`config.mk`:
```
export PLATFORM = sky130hd
export DESIGN_NAME = raycast_wall_texture_column_top_flat
export DESIGN_NICKNAME = d
export VERILOG_FILES = /design/src/hdl/rwtc_pkg.sv /design/src/hdl/rwtc_in_if.sv /design/src/hdl/rwtc_out_if.sv /design/src/hdl/rwtc_ctrl.sv /design/src/hdl/rwtc_datapath.sv /design/src/hdl/raycast_wall_texture_column_top.sv /design/src/flat_wrapper.sv
export SDC_FILE = /design/constraint.sdc
export NUM_CORES = 2
export LEC_CHECK = 0
export ABC_AREA = 1
export BUFFER_PORTS_ARGS = -buffer_cell sky130_fd_sc_hd__buf_2
export CAP_MARGIN = 20
export CORE_MARGIN = 10
export CORE_UTILIZATION = 45
export DETAILED_ROUTE_END_ITERATION = 8
export GPL_TIMING_DRIVEN = 0
export SLEW_MARGIN = 20
export SYNTH_ARGS = -nofsm -noshare
export SYNTH_HDL_FRONTEND = slang
export SYNTH_SLANG_ARGS = --single-unit
```
`constraint.sdc`:
```
create_clock -name i_clk -period 5.7 [get_ports i_clk]
set_input_delay 0 -clock i_clk [delete_from_list [all_inputs] [get_ports i_clk]]
set_output_delay 0 -clock i_clk [all_outputs]
set_load 0.1 [all_outputs]
```
`src/hdl/rwtc_pkg.sv`:
```
// shared widths, codes and handshake structs for the wall texture column mapper
`default_nettype none

package rwtc_pkg;

    localparam int TEX_SIZE_DEF  = 64;
    localparam int SCREEN_HEIGHT = 1024;

    localparam int POS_W      = 24;
    localparam int DIR_W      = 18;
    localparam int DIST_W     = 24;
    localparam int ROW_W      = 10;
    localparam int HEIGHT_W   = 16;
    localparam int COL_W      = 11;
    localparam int SEL_W      = 2;
    localparam int TEXEL_W    = 12;
    localparam int FRAC_W     = 16;
    localparam int HIT_W      = 2 * FRAC_W;
    localparam int FACTOR_W   = 17;
    localparam int REM_W      = HEIGHT_W + 1;
    localparam int CFG_IDX_W  = 1;
    localparam int CFG_DATA_W = 24;

    typedef enum logic [CFG_IDX_W-1:0] {
        REG_PLAYER_POS_X = 1'b0,
        REG_PLAYER_POS_Y = 1'b1
    } t_cfg_reg;

    typedef enum logic {
        KIND_LOAD = 1'b0,
        KIND_TICK = 1'b1
    } t_kind;

    typedef enum logic [SEL_W-1:0] {
        TEX_EAST  = 2'd0,
        TEX_WEST  = 2'd1,
        TEX_SOUTH = 2'd2,
        TEX_NORTH = 2'd3
    } t_tex_id;

    typedef struct packed {
        logic load;
        logic mul;
        logic div_step;
        logic finish;
        logic tick;
    } t_dp_cmd;

    typedef struct packed {
        logic active;
        logic div_last;
        logic out_free;
    } t_dp_status;

endpackage

`default_nettype wire

```
`src/hdl/rwtc_in_if.sv`:
```
// input channel: column loads and pixel ticks
`default_nettype none

interface rwtc_in_if;
    import rwtc_pkg::*;

    logic                    valid;
    logic                    ready;
    logic                    kind;
    logic                    hit_side;
    logic signed [DIR_W-1:0] ray_dir_x;
    logic signed [DIR_W-1:0] ray_dir_y;
    logic [DIST_W-1:0]       wall_dist;
    logic [ROW_W-1:0]        span_start;
    logic [ROW_W-1:0]        span_end;
    logic [HEIGHT_W-1:0]     wall_height;
    logic [COL_W-1:0]        screen_col;

    modport source (
        output valid, kind, hit_side, ray_dir_x, ray_dir_y, wall_dist,
               span_start, span_end, wall_height, screen_col,
        input  ready
    );

    modport sink (
        input  valid, kind, hit_side, ray_dir_x, ray_dir_y, wall_dist,
               span_start, span_end, wall_height, screen_col,
        output ready
    );
endinterface

`default_nettype wire

```
`src/hdl/rwtc_out_if.sv`:
```
// output channel: one texel address per pixel
`default_nettype none

interface rwtc_out_if;
    import rwtc_pkg::*;

    logic               valid;
    logic               ready;
    logic [SEL_W-1:0]   texture_id;
    logic [TEXEL_W-1:0] texel_index;
    logic [COL_W-1:0]   pixel_x;
    logic [ROW_W-1:0]   pixel_y;
    logic               last;

    modport source (
        output valid, texture_id, texel_index, pixel_x, pixel_y, last,
        input  ready
    );

    modport sink (
        input  valid, texture_id, texel_index, pixel_x, pixel_y, last,
        output ready
    );
endinterface

`default_nettype wire

```
`src/hdl/rwtc_ctrl.sv`:
```
// controller: accepts items and sequences the column load
`default_nettype none

module rwtc_ctrl (
    input  wire                  i_clk,
    input  wire                  i_rst_n,
    input  wire                  i_valid,
    input  wire                  i_kind,
    output logic                 o_ready,
    input  rwtc_pkg::t_dp_status i_status,
    output rwtc_pkg::t_dp_cmd    o_cmd
);
    import rwtc_pkg::*;

    typedef enum logic [1:0] {
        S_IDLE,
        S_MUL,
        S_DIV,
        S_POS
    } t_state;

    t_state r_state;
    logic   accept;

    assign o_ready = (r_state == S_IDLE) && (!i_status.active || i_status.out_free);
    assign accept  = i_valid && o_ready;

    always_comb begin
        o_cmd          = '0;
        o_cmd.load     = accept && (t_kind'(i_kind) == KIND_LOAD);
        o_cmd.tick     = accept && (t_kind'(i_kind) == KIND_TICK) && i_status.active;
        o_cmd.mul      = (r_state == S_MUL);
        o_cmd.div_step = (r_state == S_DIV);
        o_cmd.finish   = (r_state == S_POS);
    end

    always_ff @(posedge i_clk) begin
        if (!i_rst_n) begin
            r_state <= S_IDLE;
        end else begin
            case (r_state)
                S_IDLE: begin
                    if (o_cmd.load) begin
                        r_state <= S_MUL;
                    end
                end
                S_MUL: begin
                    r_state <= S_DIV;
                end
                S_DIV: begin
                    if (i_status.div_last) begin
                        r_state <= S_POS;
                    end
                end
                S_POS: begin
                    r_state <= S_IDLE;
                end
                default: begin
                    r_state <= S_IDLE;
                end
            endcase
        end
    end
endmodule

`default_nettype wire

```
`src/hdl/rwtc_datapath.sv`:
```
// datapath: hit fraction, step divider, texture position and output register
`default_nettype none

module rwtc_datapath #(
    parameter int TEX_SIZE = rwtc_pkg::TEX_SIZE_DEF
) (
    input  wire                                   i_clk,
    input  wire                                   i_rst_n,
    input  wire                                   i_cfg_we,
    input  wire  [rwtc_pkg::CFG_IDX_W-1:0]        i_cfg_idx,
    input  wire  [rwtc_pkg::CFG_DATA_W-1:0]       i_cfg_data,
    input  rwtc_pkg::t_dp_cmd                     i_cmd,
    output rwtc_pkg::t_dp_status                  o_status,
    input  wire                                   i_hit_side,
    input  wire signed [rwtc_pkg::DIR_W-1:0]      i_ray_dir_x,
    input  wire signed [rwtc_pkg::DIR_W-1:0]      i_ray_dir_y,
    input  wire  [rwtc_pkg::DIST_W-1:0]           i_wall_dist,
    input  wire  [rwtc_pkg::ROW_W-1:0]            i_span_start,
    input  wire  [rwtc_pkg::ROW_W-1:0]            i_span_end,
    input  wire  [rwtc_pkg::HEIGHT_W-1:0]         i_wall_height,
    input  wire  [rwtc_pkg::COL_W-1:0]            i_screen_col,
    input  wire                                   i_out_ready,
    output logic                                  o_out_valid,
    output logic [rwtc_pkg::SEL_W-1:0]            o_texture_id,
    output logic [rwtc_pkg::TEXEL_W-1:0]          o_texel_index,
    output logic [rwtc_pkg::COL_W-1:0]            o_pixel_x,
    output logic [rwtc_pkg::ROW_W-1:0]            o_pixel_y,
    output logic                                  o_last
);
    import rwtc_pkg::*;

    localparam int TW     = $clog2(TEX_SIZE);
    localparam int STEP_W = TW + FRAC_W + 1;
    localparam int PROD_W = FACTOR_W + STEP_W;
    localparam int CNT_W  = $clog2(STEP_W + 1);
    localparam logic [STEP_W-1:0] NUMER = {1'b1, {(STEP_W-1){1'b0}}};

    // configuration
    logic [POS_W-1:0] r_pos_x;
    logic [POS_W-1:0] r_pos_y;

    // captured column load
    logic                    r_side;
    logic signed [DIR_W-1:0] r_dx;
    logic signed [DIR_W-1:0] r_dy;
    logic [DIST_W-1:0]       r_dist;
    logic [HEIGHT_W-1:0]     r_h;

    // column state
    logic                       r_active;
    logic [TW-1:0]              r_tex_col;
    logic [STEP_W-1:0]          r_step;
    logic signed [PROD_W-1:0]   r_tex_pos;
    logic [ROW_W-1:0]           r_row;
    logic [ROW_W-1:0]           r_row_end;
    t_tex_id                    r_tex_sel;
    logic [COL_W-1:0]           r_column;

    // load pipeline and divider
    logic [HIT_W-1:0]            r_mul_lo;
    logic signed [FACTOR_W-1:0]  r_factor;
    logic [STEP_W-1:0]           r_quo;
    logic [REM_W-1:0]            r_rem;
    logic [CNT_W-1:0]            r_cnt;

    // output register
    logic                r_out_valid;
    t_tex_id             r_out_sel;
    logic [TEXEL_W-1:0]  r_out_texel;
    logic [COL_W-1:0]    r_out_x;
    logic [ROW_W-1:0]    r_out_y;
    logic                r_out_last;

    logic signed [DIR_W-1:0]          dir_sel;
    logic signed [DIST_W+DIR_W:0]     mul_full;
    logic signed [PROD_W:0]           pos_full;
    logic [POS_W-1:0]                 pos_sel;
    logic [HIT_W-1:0]                 frac;
    logic [TW-1:0]                    tx;
    logic                             dx_pos;
    logic                             dy_pos;
    logic                             mirror;
    logic [REM_W-1:0]                 trial;
    logic                             fits;
    logic                             neg_round;
    logic [TW-1:0]                    ty;
    logic                             fin;

    assign dir_sel  = r_side ? r_dx : r_dy;
    assign mul_full = $signed({1'b0, r_dist}) * dir_sel;
    assign pos_full = r_factor * $signed({1'b0, r_quo});
    assign pos_sel  = r_side ? r_pos_x : r_pos_y;
    assign frac     = {pos_sel[FRAC_W-1:0], {FRAC_W{1'b0}}} + r_mul_lo;
    assign dx_pos   = !r_dx[DIR_W-1] && (|r_dx);
    assign dy_pos   = !r_dy[DIR_W-1] && (|r_dy);
    assign mirror   = (!r_side && dx_pos) || (r_side && r_dy[DIR_W-1]);
    assign tx       = mirror ? ~frac[HIT_W-1 -: TW] : frac[HIT_W-1 -: TW];

    // restoring division of the constant TEX_SIZE<<16 by the line height
    assign trial = {r_rem[REM_W-2:0], r_quo[STEP_W-1]};
    assign fits  = (trial >= {1'b0, r_h});

    // integer part truncated toward zero: floor, plus one for a negative non-integer
    assign neg_round = r_tex_pos[PROD_W-1] && (|r_tex_pos[FRAC_W-1:0]);
    assign ty        = r_tex_pos[FRAC_W +: TW] + TW'(neg_round);
    assign fin       = (r_row == r_row_end);

    always_ff @(posedge i_clk) begin
        if (!i_rst_n) begin
            r_pos_x <= '0;
            r_pos_y <= '0;
        end else if (i_cfg_we) begin
            case (t_cfg_reg'(i_cfg_idx))
                REG_PLAYER_POS_X: r_pos_x <= i_cfg_data[POS_W-1:0];
                REG_PLAYER_POS_Y: r_pos_y <= i_cfg_data[POS_W-1:0];
                default: begin
                end
            endcase
        end
    end

    always_ff @(posedge i_clk) begin
        if (!i_rst_n) begin
            r_active <= 1'b0;
        end else if (i_cmd.load) begin
            r_active <= 1'b0;
        end else if (i_cmd.finish) begin
            r_active <= (r_row <= r_row_end);
        end else if (i_cmd.tick && fin) begin
            r_active <= 1'b0;
        end
    end

    always_ff @(posedge i_clk) begin
        if (i_cmd.load) begin
            r_side    <= i_hit_side;
            r_dx      <= i_ray_dir_x;
            r_dy      <= i_ray_dir_y;
            r_dist    <= i_wall_dist;
            r_h       <= (i_wall_height == '0) ? HEIGHT_W'(1) : i_wall_height;
            r_row     <= i_span_start;
            r_row_end <= i_span_end;
            r_column  <= i_screen_col;
        end else if (i_cmd.tick && !fin) begin
            r_row <= r_row + ROW_W'(1);
        end

        if (i_cmd.mul) begin
            r_mul_lo <= mul_full[HIT_W-1:0];
            r_factor <= FACTOR_W'(r_row) - FACTOR_W'(SCREEN_HEIGHT / 2)
                        + FACTOR_W'(r_h >> 1);
            r_quo    <= NUMER;
            r_rem    <= '0;
            r_cnt    <= '0;
        end else if (i_cmd.div_step) begin
            r_rem <= fits ? (trial - {1'b0, r_h}) : trial;
            r_quo <= {r_quo[STEP_W-2:0], fits};
            r_cnt <= r_cnt + CNT_W'(1);
        end

        if (i_cmd.finish) begin
            r_step    <= r_quo;
            r_tex_pos <= pos_full[PROD_W-1:0];
            r_tex_col <= tx;
            if (!r_side) begin
                r_tex_sel <= dx_pos ? TEX_EAST : TEX_WEST;
            end else begin
                r_tex_sel <= dy_pos ? TEX_SOUTH : TEX_NORTH;
            end
        end else if (i_cmd.tick) begin
            r_tex_pos <= r_tex_pos + $signed({{(PROD_W-STEP_W){1'b0}}, r_step});
        end
    end

    always_ff @(posedge i_clk) begin
        if (!i_rst_n) begin
            r_out_valid <= 1'b0;
        end else if (i_cmd.tick) begin
            r_out_valid <= 1'b1;
        end else if (i_out_ready) begin
            r_out_valid <= 1'b0;
        end
    end

    always_ff @(posedge i_clk) begin
        if (i_cmd.tick) begin
            r_out_sel   <= r_tex_sel;
            r_out_texel <= TEXEL_W'({ty, r_tex_col});
            r_out_x     <= r_column;
            r_out_y     <= r_row;
            r_out_last  <= fin;
        end
    end

    assign o_status.active   = r_active;
    assign o_status.div_last = (r_cnt == CNT_W'(STEP_W - 1));
    assign o_status.out_free = !r_out_valid || i_out_ready;

    assign o_out_valid   = r_out_valid;
    assign o_texture_id  = r_out_sel;
    assign o_texel_index = r_out_texel;
    assign o_pixel_x     = r_out_x;
    assign o_pixel_y     = r_out_y;
    assign o_last        = r_out_last;
endmodule

`default_nettype wire

```
`src/hdl/raycast_wall_texture_column_top.sv`:
```
// Textured wall column mapper for a raycaster.
// i_pix carries items: a column load (kind 0) sets up a span, a pixel tick
// (kind 1) emits one texel address on o_pix for the next row of that span,
// with last high on the final row. A tick while no span is active is taken
// and gives nothing; a load replaces any span in progress.
// i_cfg_we/i_cfg_idx/i_cfg_data write the player position between frames.
// Ticks: one item per cycle while the output register is free or being
// emptied, result in the output register in the cycle after acceptance.
// A load holds ready low while the block forms the hit product, runs the
// restoring step divider through all STEP_W quotient bits, then forms the
// starting texture position product.
// A stalled receiver holds the result in the output register; a tick is then
// taken in the same cycle the held result leaves.
// Synchronous reset clears the span, the output register and the player
// position; the block accepts items in the first cycle after reset.
`default_nettype none

module raycast_wall_texture_column_top #(
    parameter int TEX_SIZE = rwtc_pkg::TEX_SIZE_DEF
) (
    input  wire                              i_clk,
    input  wire                              i_rst_n,
    input  wire                              i_cfg_we,
    input  wire [rwtc_pkg::CFG_IDX_W-1:0]    i_cfg_idx,
    input  wire [rwtc_pkg::CFG_DATA_W-1:0]   i_cfg_data,
    rwtc_in_if.sink                          i_pix,
    rwtc_out_if.source                       o_pix
);
    import rwtc_pkg::*;

    t_dp_cmd    cmd;
    t_dp_status status;

    rwtc_ctrl u_ctrl (
        .i_clk    (i_clk),
        .i_rst_n  (i_rst_n),
        .i_valid  (i_pix.valid),
        .i_kind   (i_pix.kind),
        .o_ready  (i_pix.ready),
        .i_status (status),
        .o_cmd    (cmd)
    );

    rwtc_datapath #(
        .TEX_SIZE (TEX_SIZE)
    ) u_datapath (
        .i_clk         (i_clk),
        .i_rst_n       (i_rst_n),
        .i_cfg_we      (i_cfg_we),
        .i_cfg_idx     (i_cfg_idx),
        .i_cfg_data    (i_cfg_data),
        .i_cmd         (cmd),
        .o_status      (status),
        .i_hit_side    (i_pix.hit_side),
        .i_ray_dir_x   (i_pix.ray_dir_x),
        .i_ray_dir_y   (i_pix.ray_dir_y),
        .i_wall_dist   (i_pix.wall_dist),
        .i_span_start  (i_pix.span_start),
        .i_span_end    (i_pix.span_end),
        .i_wall_height (i_pix.wall_height),
        .i_screen_col  (i_pix.screen_col),
        .i_out_ready   (o_pix.ready),
        .o_out_valid   (o_pix.valid),
        .o_texture_id  (o_pix.texture_id),
        .o_texel_index (o_pix.texel_index),
        .o_pixel_x     (o_pix.pixel_x),
        .o_pixel_y     (o_pix.pixel_y),
        .o_last        (o_pix.last)
    );

`ifndef ASSERT_OFF
    // input ready is low right after a column load
    a_load_blocks: assert property (@(posedge i_clk) disable iff (!i_rst_n)
        cmd.load |=> !i_pix.ready)
        else $error("input ready high right after a column load");

    a_load_clears: assert property (@(posedge i_clk) disable iff (!i_rst_n)
        cmd.load |=> !status.active)
        else $error("span still active after a column load");

    // a new result only appears from an accepted tick
    a_out_from_tick: assert property (@(posedge i_clk) disable iff (!i_rst_n)
        $rose(o_pix.valid) |-> $past(cmd.tick))
        else $error("result appeared without a pixel tick");

    a_tick_has_room: assert property (@(posedge i_clk) disable iff (!i_rst_n)
        cmd.tick |-> status.out_free)
        else $error("tick taken while the output register is full");
`endif
endmodule

`default_nettype wire

```
`src/flat_wrapper.sv`:
```
// flat-port wrapper written by rule: the top's interface ports become plain ports
module raycast_wall_texture_column_top_flat import rwtc_pkg::*;
#(
    parameter int TEX_SIZE = rwtc_pkg::TEX_SIZE_DEF
)
  (i_clk, i_rst_n, i_cfg_we, i_cfg_idx, i_cfg_data, i_pix_valid, i_pix_kind, i_pix_hit_side, i_pix_ray_dir_x, i_pix_ray_dir_y, i_pix_wall_dist, i_pix_span_start, i_pix_span_end, i_pix_wall_height, i_pix_screen_col, i_pix_ready, o_pix_valid, o_pix_texture_id, o_pix_texel_index, o_pix_pixel_x, o_pix_pixel_y, o_pix_last, o_pix_ready);
  rwtc_in_if i_pix_i ();
  rwtc_out_if o_pix_i ();
  input  wire i_clk;
  input  wire i_rst_n;
  input  wire i_cfg_we;
  input  wire [rwtc_pkg::CFG_IDX_W-1:0] i_cfg_idx;
  input  wire [rwtc_pkg::CFG_DATA_W-1:0] i_cfg_data;
  input wire logic [$bits(i_pix_i.valid)-1:0] i_pix_valid;
  input wire logic [$bits(i_pix_i.kind)-1:0] i_pix_kind;
  input wire logic [$bits(i_pix_i.hit_side)-1:0] i_pix_hit_side;
  input wire logic [$bits(i_pix_i.ray_dir_x)-1:0] i_pix_ray_dir_x;
  input wire logic [$bits(i_pix_i.ray_dir_y)-1:0] i_pix_ray_dir_y;
  input wire logic [$bits(i_pix_i.wall_dist)-1:0] i_pix_wall_dist;
  input wire logic [$bits(i_pix_i.span_start)-1:0] i_pix_span_start;
  input wire logic [$bits(i_pix_i.span_end)-1:0] i_pix_span_end;
  input wire logic [$bits(i_pix_i.wall_height)-1:0] i_pix_wall_height;
  input wire logic [$bits(i_pix_i.screen_col)-1:0] i_pix_screen_col;
  output wire logic [$bits(i_pix_i.ready)-1:0] i_pix_ready;
  output wire logic [$bits(o_pix_i.valid)-1:0] o_pix_valid;
  output wire logic [$bits(o_pix_i.texture_id)-1:0] o_pix_texture_id;
  output wire logic [$bits(o_pix_i.texel_index)-1:0] o_pix_texel_index;
  output wire logic [$bits(o_pix_i.pixel_x)-1:0] o_pix_pixel_x;
  output wire logic [$bits(o_pix_i.pixel_y)-1:0] o_pix_pixel_y;
  output wire logic [$bits(o_pix_i.last)-1:0] o_pix_last;
  input wire logic [$bits(o_pix_i.ready)-1:0] o_pix_ready;
  assign i_pix_i.valid = i_pix_valid;
  assign i_pix_i.kind = i_pix_kind;
  assign i_pix_i.hit_side = i_pix_hit_side;
  assign i_pix_i.ray_dir_x = i_pix_ray_dir_x;
  assign i_pix_i.ray_dir_y = i_pix_ray_dir_y;
  assign i_pix_i.wall_dist = i_pix_wall_dist;
  assign i_pix_i.span_start = i_pix_span_start;
  assign i_pix_i.span_end = i_pix_span_end;
  assign i_pix_i.wall_height = i_pix_wall_height;
  assign i_pix_i.screen_col = i_pix_screen_col;
  assign i_pix_ready = i_pix_i.ready;
  assign o_pix_valid = o_pix_i.valid;
  assign o_pix_texture_id = o_pix_i.texture_id;
  assign o_pix_texel_index = o_pix_i.texel_index;
  assign o_pix_pixel_x = o_pix_i.pixel_x;
  assign o_pix_pixel_y = o_pix_i.pixel_y;
  assign o_pix_last = o_pix_i.last;
  assign o_pix_i.ready = o_pix_ready;
  raycast_wall_texture_column_top #(.TEX_SIZE(TEX_SIZE)) u_core (.i_clk(i_clk), .i_rst_n(i_rst_n), .i_cfg_we(i_cfg_we), .i_cfg_idx(i_cfg_idx), .i_cfg_data(i_cfg_data), .i_pix(i_pix_i), .o_pix(o_pix_i));
endmodule
```
Word level (Yosys, flattened, before mapping)
Index checks and enable logic that the tools add are counted.

cells by class
  $add $sub $neg = 8
  multipliers = 2
  magnitude comparators = 2
  equality and inequality tests = 7
  multiplexer cells = 18
  bitwise gates (word level) = 4
  reductions and logical operators = 34

operators by type and width
  cell                    count
  $mux 40                 2
  $add 40x24->40          1
  $mul 17x24->40          1
  $reduce_or 18->1        2
  $add 32x32->32          1
  $mul 25x18->32          1
  $mux 16                 2
  $mux 10                 2
  $mux 18                 1
  $add 11x16->17          1
  $ge 17x16->1            1
  $logic_not 16->1        1
  $reduce_or 16->1        1
  $sub 16x16->16          1
  $logic_and 1x1->1       12
  $sub 10x10->11 const B  1
  $add 10x1->10 const B   1
  $eq 10x10->1            1
  $le 10x10->1            1
  $pmux 2 s4              1
  $reduce_bool 2->1       4
  $add 6x1->6             1
  $logic_not 1->1         6
  $mux 1                  6
  14 further kinds        23

word-level totals
  bits in registers = 344
  bits of input ports = 139
  output and inout port bits = 38

Logic depth before layout (Yosys ltp)
  word-level depth = 10
  mapped depth = 29

Cells and area by module
A second synthesis with hierarchy kept.

unflattened totals
  cell total of the unflattened synthesis = 5209
  area, all modules = 42174.2 um2

modules (own cells, without submodules)
  module         instances  cells each  area an instance (um2)  sequential area each (um2)
  rwtc_datapath  1          5179        41961.5                 9008.6
  rwtc_ctrl      1          30          212.7                   40.0

Least setup slack after synthesis
No wires, ideal clock.

  path type = reg-to-reg
  start point = register u_core.u_datapath.r_side
  end point = register u_core.u_datapath.r_mul_lo[28] (data pin)
  setup time = 0.252 ns
  arrival time = 5.825 ns
  slack = -0.377 ns
  stages on the path, launching flop included = 28
  period minus slack after synthesis = 6.077 ns
  cells stage by stage = edfxtp_1 buf_4 nand2_1 nand2_4 buf_2 inv_1 clkbuf_1 nand2_1 fa_1 inv_1 fa_1 inv_1 fa_1 fa_1 inv_1 fa_1 inv_1 fa_1 inv_1 ha_1 nand2_1 nor2_1 inv_1 nor2_1 nand3_1 or2_1 nand3_1 nand2_1

between the ends
  longest elaborated chain between the ends = 2

RTL lines
  element                             RTL line              source
  from (decl)                         rwtc_datapath.sv:43   logic r_side;
  from (signal assigned)              rwtc_datapath.sv:136  r_side <= i_hit_side;
  $mux 18                             rwtc_datapath.sv:89   assign dir_sel = r_side ? r_dx : r_dy;
  $mul 25x18->32                      rwtc_datapath.sv:90   assign mul_full = $signed({1'b0, r_dist}) * dir_sel;
  net u_core.u_datapath.mul_full[28]  rwtc_datapath.sv:75   logic signed [DIST_W+DIR_W:0] mul_full;
  to (signal assigned)                rwtc_datapath.sv:149  r_mul_lo <= mul_full[HIT_W-1:0];
  to (decl)                           rwtc_datapath.sv:60   logic [HIT_W-1:0] r_mul_lo;

The timed path passes the listed nets, and every way through them passes these cells.
A chain may end at the register's enable or synchronous reset.

Worst setup path after layout
  start point = register u_core.u_datapath.r_factor[7]
  end point = register u_core.u_datapath.r_tex_pos[38] (data pin)

between the ends
  longest elaborated chain between the ends = 2

RTL lines
  element                 RTL line              source
  from (decl)             rwtc_datapath.sv:61   logic signed [FACTOR_W-1:0] r_factor;
  from (signal assigned)  rwtc_datapath.sv:150  r_factor <= FACTOR_W'(r_row) - FACTOR_W'(SCREEN_HEIGHT / 2)
  $mul 17x24->40          rwtc_datapath.sv:91   assign pos_full = r_factor * $signed({1'b0, r_quo});
  $mux 40                 rwtc_datapath.sv:161  if (i_cmd.finish) begin
  to (signal assigned)    rwtc_datapath.sv:163  r_tex_pos <= pos_full[PROD_W-1:0];
  to (signal assigned)    rwtc_datapath.sv:171  r_tex_pos <= r_tex_pos + $signed({{(PROD_W-STEP_W){1'b0}}, r_step});
  to (decl)               rwtc_datapath.sv:53   logic signed [PROD_W-1:0] r_tex_pos;

Every way passes these cells.

==> results.toml <==
[layout]
nets = 6796
design_area_um2 = 52940
fillers = 8233
syn2layout_area_growth_pct = 26.21
drive_above_1_share = 0.1902
final_common_cell = "inv_1"
final_cell_mix = "1129 x inv_1, 1068 x nand2_1, 596 x fa_1, 386 x nor2_1, 276 x ha_1"

[route]
firstDrtPassIters = 6
finalWirelength_mm = 136.2
drtAntennaViolNets = 0
drt_iter0_markers = 2519
post_drt_via_cell_ratio = 5.131
drc = 0
wl_per_cell_um = 19.49
vias = 35860

[sta]
fin_ws_ps = -407.8
setup_viol = 41
max_slew_margin = 0.3185
grt_setup_unrepaired = "true"
fmax_mhz = 163.7
hold_viol = 0
report.final.slew_viol_count = 0
fin_crit_ps = 6108
fin_crit_sh = 1.072
tightestPinTransition_ps = 1022
fin_skew_ps = 37.61

[grt]
grt_pass1_vias = 37170
grt_overflow = 0
antenna_found_initial = 2
grt_use_total = 0.2506
grt_pass1_wl_mm = 209.3
grt_max_degree = 53

[cts]
cts_tree = "built"
clock-sinks = 328
cts_buffers = 40
root_buffer = "clkbuf_16"
cts.path.max_buffers = 3
clk_latency_ps = 600
h-tree-depth = 2
clkTransAtPathRegs_ps = 60

[yosys]
ys_warn_count = 0
synth_edf_count = 248
synth.net_count = 6239
synth_cells = 5158
syn_area_um2 = 41940
synth_area_leaders = "fa_1 30%, edfxtp_1 18%, inv_1 11%"
synthDistinctLibCells = 55
yosys.area.top_type = "fa_1"
synthArstFlopShare = 0
avgSynthCellArea_um2 = 8.132
netlist.area_leader.share = 0.2988
ys.flop_type = "edfxtp_1"
yosysSeqAreaShare = 0.2157
synth_seq_cells = 328

[die]
fp.dieW_um = 325.3
core_area_um2 = 92080
num_rows = 111
initial_core_util = 0.4555
die_height_um = 325.3
io_pins = 177
dieArea_um2 = 105800

[critical_path]
critPathBufInv = 10
timing.critical_path.to_type = "flop"
cp_data_arrival_time_ps = 6420
cpPeakStageDelay_ps = 560
timing_worst_setup_path_type = "reg2reg"
cp_slowest_cell = "fa_1"
crit_path_frequent_cell = "fa_1"
cp_max_fo = 4
worst_setup_path_start_kind = "flop"
cp.required_ps = 6020
cpLargestDelayFamily = "adder cells"

[run_status]
violations = "setup timing"
outcome = "finished, violations left"

[job]
drv_cap = 0

[placed_design]
dp_hpwl_mm = 103.2
placed_cell_area_um2 = 44660
io_buffers = 168
place_congestion = 0.9637

[worst_hold_path]
hold_class = "in2reg"
==> flip-flops by register name (all words and copies together) (netlist names), 17 cells and up <==
register                     count
u_core.u_datapath.r_quo         23
u_core.u_datapath.r_dx          18
u_core.u_datapath.r_tex_pos     40
u_core.u_datapath.r_dist        24
u_core.u_datapath.r_step        23
u_core.u_datapath.r_factor      17
u_core.u_datapath.r_dy          18
==> synth_stat cells, drive strengths merged, types with 20 or more instances <==
cell type and instances:
buf 28, o21ai 223, inv 1213, edfxtp 248, xnor2 26, xor2 47, ha 316, dfxtp 80
nand2 1199, nor3 38, nor4 20, a21oi 177, nor2 451, nand3 148, nand4 39, fa 626
clkbuf 156
==> cell type report <==
cell class	count	area, um2	area share
multi-input cells	3428	30290	0.5722
flip-flops and latches	328	9125	0.1724
inverters	1218	4683	0.08847
repair buffers	538	4451	0.08407
well taps	1243	1555	0.02938
plain buffers	161	1489	0.02813
clock buffers	55	1120	0.02115
clock inverters	18	222.7	0.004207
diodes	1	2.502	0.00004727
==> through the flow <==
step           utilization  worst slack, ps  std cells  hold slack, ps  TNS [ps]
2_1_floorplan            -            2.508       5158           98.87         0
3_3_place_gp        0.4831            -1784       6569           176.2    -89030
3_5_place_dp        0.4850            -1811       6576           178.1    -57900
4_1_cts             0.5571           -319.9       6920           55.82     -6194
5_1_grt             0.5749           -547.6       6989           98.33    -16360
6_report            0.5749           -407.8       6990           87.67    -10520
==> cells by family after synthesis <==
| family | synth area share |
|---|---|
| adder cells (fa/ha/maj) | 0.3930 |
| AND/OR/NAND/NOR | 0.1858 |
| AO/OA/AOI/OAI | 0.06360 |
| XOR/XNOR | 0.01524 |
| flip-flops | 0.2157 |
| buffers and inverters | 0.1265 |
==> final timing paths <==
kind | from | to | slack, ps | depth (start not counted)
min reg2reg | u_core.u_datapath.r_tex_col[5] | u_core.u_datapath.o_texel_index[5] | 420 | 0
min | i_pix_ray_dir_y[11] | u_core.u_datapath.r_dy[11] | 90 | 2
max reg2reg | u_core.u_datapath.r_factor[7] | u_core.u_datapath.r_tex_pos[38] | -410 | 27
max | u_core.u_datapath.r_factor[7] | u_core.u_datapath.r_tex_pos[38] | -410 | 27
==> layer usage <==
layer,global-route usage,wire length (um)
met1,0.3014,53570
met2,0.4363,66540
met3,0.03339,7567
met4,0.1257,8534
met5,0,0
==> timing repair <==
action / CTS / global route
hold buffers: 144 / 0
pin swaps: 201 / 207
gates resized for setup: 737 / 318
setup endpoints to repair: 47 / 44
buffers inserted: 139 / 73
endpoints found under the hold margin: 171 / 0
cloned: 11 / 0
Power is not shown: default switching activity piles up to over one toggle a cycle in this logic, so the estimate is an artifact.
